==> src/sv/blsbd_pkg.sv <==
package blsbd_pkg;

	localparam int unsigned LEVEL_W      = 8;
	localparam int unsigned BAND_INDEX_W = 3;

	typedef logic [LEVEL_W-1:0]      level_t;
	typedef logic [BAND_INDEX_W-1:0] band_index_t;

	localparam level_t MARGIN_RESET = 8'd40;

	// floor(x / 5) for x below 2**11 as (x * 13108) >> 16.
	localparam int unsigned SMOOTH_NUM_W = 11;
	localparam int unsigned DIV5_SHIFT   = 16;
	localparam logic [13:0] DIV5_RECIP   = 14'd13108;

	// Shift used for the reciprocal division of the band group sums.
	localparam int unsigned RECIP_SHIFT = 20;

	localparam int unsigned HIST_DEPTH  = 8;
	localparam int unsigned HIST_PTR_W  = 3;
	localparam int unsigned RING_SUM_W  = 11;

	typedef logic [HIST_PTR_W-1:0] hist_ptr_t;
	typedef logic [RING_SUM_W-1:0] ring_sum_t;

endpackage

==> src/sv/blsbd_level_if.sv <==
interface blsbd_level_if;
	logic                 valid;
	logic                 ready;
	blsbd_pkg::level_t    band_level;

	modport source (output valid, output band_level, input ready);
	modport sink (input valid, input band_level, output ready);
endinterface

==> src/sv/blsbd_result_if.sv <==
interface blsbd_result_if;
	logic                   valid;
	logic                   ready;
	blsbd_pkg::band_index_t band_index;
	blsbd_pkg::level_t      smoothed_level;
	logic                   frame_done;
	blsbd_pkg::level_t      bass_level;
	blsbd_pkg::level_t      mid_level;
	blsbd_pkg::level_t      high_level;
	blsbd_pkg::level_t      volume_level;
	logic                   beat_flag;

	modport source (
		output valid, output band_index, output smoothed_level, output frame_done,
		output bass_level, output mid_level, output high_level, output volume_level,
		output beat_flag, input ready
	);
	modport sink (
		input valid, input band_index, input smoothed_level, input frame_done,
		input bass_level, input mid_level, input high_level, input volume_level,
		input beat_flag, output ready
	);
endinterface

==> src/sv/band_level_smoother_beat_detector.sv <==
// Band level smoother and beat detector.
// The levels channel takes one 8-bit band level per beat, in band order; an
// internal counter names the band and wraps after the last one. Each level
// updates that band's smoothed value to floor((old + 4 * new) / 5).
// The results channel gives one beat per input beat: the band index and its
// new smoothed level. On the last band of a frame it also carries the bass,
// mid, high and overall means and the beat flag; otherwise those are zero.
// Running group sums are kept up to date, so no band is summed at frame end.
// beat_margin is written whenever beat_margin_we is high.
// Each result beat passes through the s1, s2 and output registers after its
// input beat is accepted. It takes one beat per cycle unless the receiver stalls,
// with the smoothing multiply in the first stage and the group divisions in
// the second. Reset clears the smoothed bands, the bass history, the band
// counter and all valid flags, and sets the margin to 40. When the receiver
// stalls, the whole pipeline holds and levels.ready falls in the same cycle.
module band_level_smoother_beat_detector #(
	parameter int unsigned NUM_BANDS  = 8,
	parameter int unsigned LOW_COUNT  = 2,
	parameter int unsigned MID_COUNT  = 3,
	parameter int unsigned HIGH_COUNT = 3
) (
	input  logic                  clk,
	input  logic                  arst_n,
	input  logic                  beat_margin_we,
	input  blsbd_pkg::level_t     beat_margin,
	blsbd_level_if.sink           levels,
	blsbd_result_if.source        results
);
	import blsbd_pkg::*;

	localparam int unsigned BAND_W     = (NUM_BANDS > 1) ? $clog2(NUM_BANDS) : 1;
	localparam int unsigned SUM_W      = $clog2(NUM_BANDS * 255 + 1);
	localparam int unsigned HIGH_FIRST = LOW_COUNT + MID_COUNT;
	localparam int unsigned HIGH_END   = HIGH_FIRST + HIGH_COUNT;
	localparam int unsigned PROD5_W    = SMOOTH_NUM_W + 14;
	localparam logic [BAND_W-1:0] LAST_BAND = BAND_W'(NUM_BANDS - 1);

	logic                    adv;
	logic [BAND_W-1:0]       band_q;
	level_t                  margin_q;

	logic                    valid_s1;
	logic [BAND_W-1:0]       band_s1;
	level_t                  level_s1;

	level_t                  smoothed_q [NUM_BANDS];
	logic [SUM_W-1:0]        low_sum_q;
	logic [SUM_W-1:0]        mid_sum_q;
	logic [SUM_W-1:0]        high_sum_q;
	logic [SUM_W-1:0]        vol_sum_q;

	logic                    valid_s2;
	logic [BAND_W-1:0]       band_s2;
	level_t                  smoothed_s2;

	level_t                  ring_q [HIST_DEPTH];
	hist_ptr_t               ring_ptr_q;
	ring_sum_t               ring_sum_q;

	logic                    out_valid_q;
	band_index_t             out_band_q;
	level_t                  out_smoothed_q;
	logic                    out_done_q;
	level_t                  out_bass_q;
	level_t                  out_mid_q;
	level_t                  out_high_q;
	level_t                  out_vol_q;
	logic                    out_beat_q;

	level_t                  old_level;
	logic [SMOOTH_NUM_W-1:0] smooth_num;
	logic [PROD5_W-1:0]      smooth_prod;
	level_t                  new_level;
	logic [31:0]             band_ext_s1;
	logic                    in_low;
	logic                    in_mid;
	logic                    in_high;

	logic                    frame_end_s2;
	logic [31:0]             band_ext_s2;
	level_t                  bass_mean;
	level_t                  mid_mean;
	level_t                  high_mean;
	level_t                  vol_mean;
	level_t                  hist_mean;
	logic                    beat;

	assign adv          = !out_valid_q || results.ready;
	assign levels.ready = adv;

	// First stage: smoothing of the current band and the running group sums.
	assign old_level   = smoothed_q[band_s1];
	assign smooth_num  = {3'b000, old_level} + {1'b0, level_s1, 2'b00};
	assign smooth_prod = PROD5_W'(smooth_num) * PROD5_W'(DIV5_RECIP);
	assign new_level   = smooth_prod[DIV5_SHIFT +: LEVEL_W];
	assign band_ext_s1 = 32'(band_s1);
	assign in_low      = band_ext_s1 < LOW_COUNT;
	assign in_mid      = !in_low && (band_ext_s1 < HIGH_FIRST);
	assign in_high     = !in_low && !in_mid && (band_ext_s1 < HIGH_END);

	always_ff @(posedge clk or negedge arst_n) begin
		if (!arst_n) begin
			band_q     <= '0;
			margin_q   <= MARGIN_RESET;
			valid_s1   <= 1'b0;
			valid_s2   <= 1'b0;
			low_sum_q  <= '0;
			mid_sum_q  <= '0;
			high_sum_q <= '0;
			vol_sum_q  <= '0;
			ring_ptr_q <= '0;
			ring_sum_q <= '0;
			out_valid_q <= 1'b0;
			for (int i = 0; i < NUM_BANDS; i++) begin
				smoothed_q[i] <= '0;
			end
			for (int i = 0; i < HIST_DEPTH; i++) begin
				ring_q[i] <= '0;
			end
		end else begin
			if (beat_margin_we) begin
				margin_q <= beat_margin;
			end
			if (adv) begin
				valid_s1    <= levels.valid;
				valid_s2    <= valid_s1;
				out_valid_q <= valid_s2;
				if (levels.valid) begin
					band_q <= (band_q == LAST_BAND) ? '0 : band_q + 1'b1;
				end
				if (valid_s1) begin
					smoothed_q[band_s1] <= new_level;
					vol_sum_q <= vol_sum_q - SUM_W'(old_level) + SUM_W'(new_level);
					if (in_low) begin
						low_sum_q <= low_sum_q - SUM_W'(old_level) + SUM_W'(new_level);
					end
					if (in_mid) begin
						mid_sum_q <= mid_sum_q - SUM_W'(old_level) + SUM_W'(new_level);
					end
					if (in_high) begin
						high_sum_q <= high_sum_q - SUM_W'(old_level) + SUM_W'(new_level);
					end
				end
				if (valid_s2 && frame_end_s2) begin
					ring_q[ring_ptr_q] <= bass_mean;
					ring_sum_q <= ring_sum_q - RING_SUM_W'(ring_q[ring_ptr_q])
						+ RING_SUM_W'(bass_mean);
					ring_ptr_q <= ring_ptr_q + 1'b1;
				end
			end
		end
	end

	always_ff @(posedge clk) begin
		if (adv) begin
			band_s1     <= band_q;
			level_s1    <= levels.band_level;
			band_s2     <= band_s1;
			smoothed_s2 <= new_level;
			out_band_q     <= band_ext_s2[BAND_INDEX_W-1:0];
			out_smoothed_q <= smoothed_s2;
			out_done_q     <= frame_end_s2;
			out_bass_q     <= frame_end_s2 ? bass_mean : '0;
			out_mid_q      <= frame_end_s2 ? mid_mean : '0;
			out_high_q     <= frame_end_s2 ? high_mean : '0;
			out_vol_q      <= frame_end_s2 ? vol_mean : '0;
			out_beat_q     <= frame_end_s2 && beat;
		end
	end

	// Second stage: the sums already hold the last band of the frame here.
	assign frame_end_s2 = (band_s2 == LAST_BAND);
	assign band_ext_s2  = 32'(band_s2);

	blsbd_group_mean #(.COUNT(LOW_COUNT), .SUM_W(SUM_W)) u_bass_mean (
		.sum  (low_sum_q),
		.mean (bass_mean)
	);

	blsbd_group_mean #(.COUNT(MID_COUNT), .SUM_W(SUM_W)) u_mid_mean (
		.sum  (mid_sum_q),
		.mean (mid_mean)
	);

	blsbd_group_mean #(.COUNT(HIGH_COUNT), .SUM_W(SUM_W)) u_high_mean (
		.sum  (high_sum_q),
		.mean (high_mean)
	);

	blsbd_group_mean #(.COUNT(NUM_BANDS), .SUM_W(SUM_W)) u_vol_mean (
		.sum  (vol_sum_q),
		.mean (vol_mean)
	);

	assign hist_mean = ring_sum_q[RING_SUM_W-1:HIST_PTR_W];
	assign beat      = {1'b0, bass_mean} > ({1'b0, hist_mean} + {1'b0, margin_q});

	assign results.valid          = out_valid_q;
	assign results.band_index     = out_band_q;
	assign results.smoothed_level = out_smoothed_q;
	assign results.frame_done     = out_done_q;
	assign results.bass_level     = out_bass_q;
	assign results.mid_level      = out_mid_q;
	assign results.high_level     = out_high_q;
	assign results.volume_level   = out_vol_q;
	assign results.beat_flag      = out_beat_q;
endmodule

==> src/sv/blsbd_group_mean.sv <==
module blsbd_group_mean #(
	parameter int unsigned COUNT = 2,
	parameter int unsigned SUM_W = 11
) (
	input  logic [SUM_W-1:0]  sum,
	output blsbd_pkg::level_t mean
);
	import blsbd_pkg::*;

	localparam int unsigned PROD_W = SUM_W + RECIP_SHIFT + 1;
	localparam int unsigned RECIP  = ((1 << RECIP_SHIFT) + COUNT - 1) / COUNT;
	localparam logic [RECIP_SHIFT:0] RECIP_V = (RECIP_SHIFT + 1)'(RECIP);

	logic [PROD_W-1:0] prod;
	logic [SUM_W:0]    quot;

	// The rounded-up reciprocal gives the exact floor for every sum that can occur.
	assign prod = PROD_W'(sum) * PROD_W'(RECIP_V);
	assign quot = prod[PROD_W-1:RECIP_SHIFT];
	assign mean = (quot > (SUM_W + 1)'(255)) ? 8'hFF : quot[7:0];
endmodule

==> src/flat_wrapper.sv <==
// flat-port wrapper written by rule: the top's interface ports become plain ports
module band_level_smoother_beat_detector_flat import blsbd_pkg::*;
#(
	parameter int unsigned NUM_BANDS  = 8,
	parameter int unsigned LOW_COUNT  = 2,
	parameter int unsigned MID_COUNT  = 3,
	parameter int unsigned HIGH_COUNT = 3
)
  (clk, arst_n, beat_margin_we, beat_margin, levels_valid, levels_band_level, levels_ready, results_valid, results_band_index, results_smoothed_level, results_frame_done, results_bass_level, results_mid_level, results_high_level, results_volume_level, results_beat_flag, results_ready);
  blsbd_level_if levels_i ();
  blsbd_result_if results_i ();
  input  logic clk;
  input  logic arst_n;
  input  logic beat_margin_we;
  input  blsbd_pkg::level_t beat_margin;
  input wire logic [$bits(levels_i.valid)-1:0] levels_valid;
  input wire logic [$bits(levels_i.band_level)-1:0] levels_band_level;
  output wire logic [$bits(levels_i.ready)-1:0] levels_ready;
  output wire logic [$bits(results_i.valid)-1:0] results_valid;
  output wire logic [$bits(results_i.band_index)-1:0] results_band_index;
  output wire logic [$bits(results_i.smoothed_level)-1:0] results_smoothed_level;
  output wire logic [$bits(results_i.frame_done)-1:0] results_frame_done;
  output wire logic [$bits(results_i.bass_level)-1:0] results_bass_level;
  output wire logic [$bits(results_i.mid_level)-1:0] results_mid_level;
  output wire logic [$bits(results_i.high_level)-1:0] results_high_level;
  output wire logic [$bits(results_i.volume_level)-1:0] results_volume_level;
  output wire logic [$bits(results_i.beat_flag)-1:0] results_beat_flag;
  input wire logic [$bits(results_i.ready)-1:0] results_ready;
  assign levels_i.valid = levels_valid;
  assign levels_i.band_level = levels_band_level;
  assign levels_ready = levels_i.ready;
  assign results_valid = results_i.valid;
  assign results_band_index = results_i.band_index;
  assign results_smoothed_level = results_i.smoothed_level;
  assign results_frame_done = results_i.frame_done;
  assign results_bass_level = results_i.bass_level;
  assign results_mid_level = results_i.mid_level;
  assign results_high_level = results_i.high_level;
  assign results_volume_level = results_i.volume_level;
  assign results_beat_flag = results_i.beat_flag;
  assign results_i.ready = results_ready;
  band_level_smoother_beat_detector #(.NUM_BANDS(NUM_BANDS), .LOW_COUNT(LOW_COUNT), .MID_COUNT(MID_COUNT), .HIGH_COUNT(HIGH_COUNT)) u_core (.clk(clk), .arst_n(arst_n), .beat_margin_we(beat_margin_we), .beat_margin(beat_margin), .levels(levels_i), .results(results_i));
endmodule
==> config.mk <==
export PLATFORM = sky130hd
export DESIGN_NAME = band_level_smoother_beat_detector_flat
export DESIGN_NICKNAME = d
export VERILOG_FILES = /design/src/sv/blsbd_pkg.sv /design/src/sv/blsbd_level_if.sv /design/src/sv/blsbd_result_if.sv /design/src/sv/band_level_smoother_beat_detector.sv /design/src/sv/blsbd_group_mean.sv /design/src/flat_wrapper.sv
export SDC_FILE = /design/constraint.sdc
export NUM_CORES = 1
export LEC_CHECK = 0
export ABC_CLOCK_PERIOD_IN_PS = 11900
export CAP_MARGIN = 20
export CORE_ASPECT_RATIO = 0.5
export CORE_MARGIN = 2
export CORE_UTILIZATION = 45
export CTS_BUF_LIST = sky130_fd_sc_hd__clkbuf_16
export DETAILED_ROUTE_END_ITERATION = 7
export DONT_BUFFER_PORTS = 1
export PLACE_DENSITY = 0.62
export SLEW_MARGIN = 40
export SYNTH_ARGS = -nofsm -noshare
export SYNTH_HDL_FRONTEND = slang
export SYNTH_SLANG_ARGS = --single-unit
==> constraint.sdc <==
create_clock -name clk -period 11.9 [get_ports clk]
set_clock_uncertainty 0.1 [all_clocks]
set_input_delay 1.19 -clock clk [delete_from_list [all_inputs] [get_ports clk]]
set_output_delay 1.19 -clock clk [all_outputs]
set_load 0.01 [all_outputs]
==> impl_results.md <==
- Share of layout cells above drive strength 1: roughly a tenth
- Slew margin rel.: a little over two fifths
- Post-synthesis sequential area ratio: 33.8%
- Multi-input logic area: 12700 sq um
- Root Buffer: clkbuf_16
- Synth Instances: 1882
- Number of enable flip-flop cells after synthesis: 67
- Clock Sinks: ~270
- Total track usage: about a fifth
- Slew @ Worst Pin: about 0.87 ns
- Via count: approximately 13000
- Crit-path most repeated cell: fa_1
- I/O Pins: 68
- Mapped Nets: between 2000 and 2500
- Ant diodes: 0
- Setup crit end kind: flop
- Fillers: 4054
- Min-delay worst type: in2async
- Most common cell in the synthesized netlist: ha_1
- Core Footprint: 45300 sq um
- Synth top area share: 23.9%
- Final setup vio count: 0
- Initial DRC count: between 600 and 700
- Post-CTS setup buffers: 0
- TritonCTS clock tree: built
- Setup TNS: 0 ns
- Crit-path max cell delay: around 0.72 ns
- Largest net degree at the start of global routing: approximately 200
- Routed Antenna Nets: 0
- Post-CTS sizing: 0
- Period utilization: about 87%
- Initial antenna violation count: 0
- Die W: between 300 and 400 um
- CTS Buffer Depth: 3
- Yosys cell types: 75
- GP Congestion: about 0.84
- Flip-flop and latch count after synthesis: 267
- FP Rows: 55
- Port Buf Inserts: 0
- Post-synth ARST share: 74.9%
- Post-Syn Area per Cell: between 10 and 15 sq um
- Register area: 7020 sq um
- CTS clock-pin slew for the worst setup and hold paths: 0.06 ns
- Required time worst endpoint: between 10 and 15 ns
- Min cycle time layout: a little over 10 ns
- Initial core utilization: between 40% and 50%
- Routed len/inst: 16.9 um
- DRT Wirelength: about 43 mm
- HPWL after DPL: 32.5 mm
- Slew Viols, Final: 0
- Status: completed
- Post-synth top area cell: dfrtp_1
- Crit-path max FO: 14
- Die footprint: between 40000 and 50000 sq um
- DR pass1 iterations: 5
- Vias in the first global route: approximately 14000
- Via-to-Cell Ratio: roughly 5.3
- Worst setup SP type: flop
- RSZ-0062 raised after global routing: no
- Global-route wire length before repair: slightly above 70 mm
- Num CTS Buffers: 28
- Maximum clock frequency: 96.7 MHz
- CTS Hold Bufs: 0
- Area Overhead vs Synth: 8.57%
- Top cells by area, synth: dfrtp_1 (24%), ha_1 (17%), fa_1 (15%)
- Post-route DRC: 0
- Slowest-stage cell, CP: edfxtp_1
- H-tree Lvls: 1
- Nets: approximately 2400
- Path type of the worst setup path: reg2reg
- Max Cap Viol: 0
- Clk_lat worst skew: roughly 0.57 ns
- Synthesized area: 20700 sq um
- Dominant synthesized flop cell: dfrtp_1
- Most frequent cells after synthesis: ha_1 (290), inv_1 (250), dfrtp_1 (198)
- Final Hold Viols: 0
- Congestion Overflow GR: 0
- Ys Warns: 0
- Critical Path AT: roughly 11 ns
- Height of the die: between 150 and 200 um
## layer usage
metal	up-vias	track usage (%)	part of all wire, %
li1	6521	-	-
met1	6501	25.9	48
met2	160	31.5	47
met3	55	2.34	2.9
met4	0	4.46	2.2
met5	-	0	0
## registers in the layout (all words and copies together), names as in the netlist, 8 cells and up
register	count
u_core.low_sum_q	11
u_core.results.volume_level	8
u_core.mid_sum_q	11
u_core.vol_sum_q	11
u_core.margin_q	8
u_core.results.mid_level	8
u_core.results.high_level	8
u_core.ring_q	64
u_core.ring_sum_q	11
u_core.level_s1	8
u_core.results.bass_level	8
u_core.high_sum_q	11
u_core.smoothed_s2	8
u_core.smoothed_q	64
u_core.results.smoothed_level	8
## logic make-up (layout without fill, tap and decap cells)
| group | Yosys count | count (layout) | synth area share [%] |
|---|---|---|---|
| DFF | 267 | 267 | 33.8 |
| xor gates and xnor gates | 73 | 73 | 3.19 |
| AOI/OAI and AO/OA | 325 | 325 | 9.60 |
| adders and majority gates | 442 | 442 | 32.2 |
| buffers and inverters | 298 | 335 | 5.44 |
| and+or+nand+nor | 366 | 366 | 8.30 |
| muxes | 111 | 111 | 7.48 |
## critical path: cells and delay by family (launching register included)
family | cells | cell delay [ns]
DFF | 1 | 0.72
xor gates and xnor gates | 2 | 0.77
muxes | 2 | 0.67
AOI/OAI and AO/OA | 12 | 2.57
and+or+nand+nor | 6 | 0.96
adders and majority gates | 9 | 3.76
buffers and inverters | 6 | 0.73
## through the flow
stage	instances	area, sq um	hold slack (ns)	utilization [%]	worst slack, ns
floorplan	1882	20700	0.300	-	1.96
global placement	2462	21600	0.302	47.5	1.57
detailed placement	2463	21600	0.305	47.6	1.56
CTS	2515	22500	0.207	49.6	1.52
global route	2517	22500	0.213	49.7	0.901
finish	2517	22500	0.247	49.7	1.56
## final timing paths
| path | from | endpoint | slack [ns] | depth (start not counted) |
|---|---|---|---|---|
| max reg2reg | u_core.band_s1[0] | u_core.low_sum_q[10] | 1.56 | 37 |
| min in group clk | u_core.smoothed_s2[1] | u_core.results.smoothed_level[1] | 0.32 | 0 |
| min reg2reg | u_core.smoothed_s2[1] | u_core.results.smoothed_level[1] | 0.32 | 0 |
| min | arst_n | u_core.ring_q[41] | 0.25 | 0 |
| max | u_core.band_s1[0] | u_core.low_sum_q[10] | 1.56 | 37 |
| max in group asynchronous | arst_n | u_core.vol_sum_q[0] | 11.01 | 0 |
## cell type report
| type | instances | area share, % |
|---|---|---|
| Multi-Input combinational cell | 1317 | 56.3 |
| Sequential cell | 267 | 31.2 |
| Inverter | 253 | 4.22 |
| Tap cell | 598 | 3.32 |
| Clock buffer | 28 | 3.11 |
| Timing Repair Buffer | 30 | 1.04 |
| Clock inverter | 24 | 0.878 |
## placed cells by master, fill, tap and decap left out, types with 5 or more instances in the layout
master,instances
nor3_1,19
nand2b_1,10
a21oi_1,104
a211o_1,5
o21ai_0,103
mux2_2,66
and2_1,10
or3_1,5
o31ai_1,11
a21o_1,21
inv_1,258
xnor2_1,39
dfrtp_1,196
nand3_1,17
clkbuf_16,28
and3_1,6
mux4_2,27
nand4_1,12
a31oi_1,21
o21a_1,8
fa_1,152
xor2_1,31
or2_2,6
nand2_1,122
mux2i_1,16
a21boi_0,7
o21bai_1,5
ha_1,290
o211ai_1,6
nor2_1,109
edfxtp_1,67
clkinv_2,5
buf_4,27
nor2b_1,18
Power is left out: the tool's default activity adds up to more than one toggle a clock period on the data nets, which glitch-free logic cannot reach.
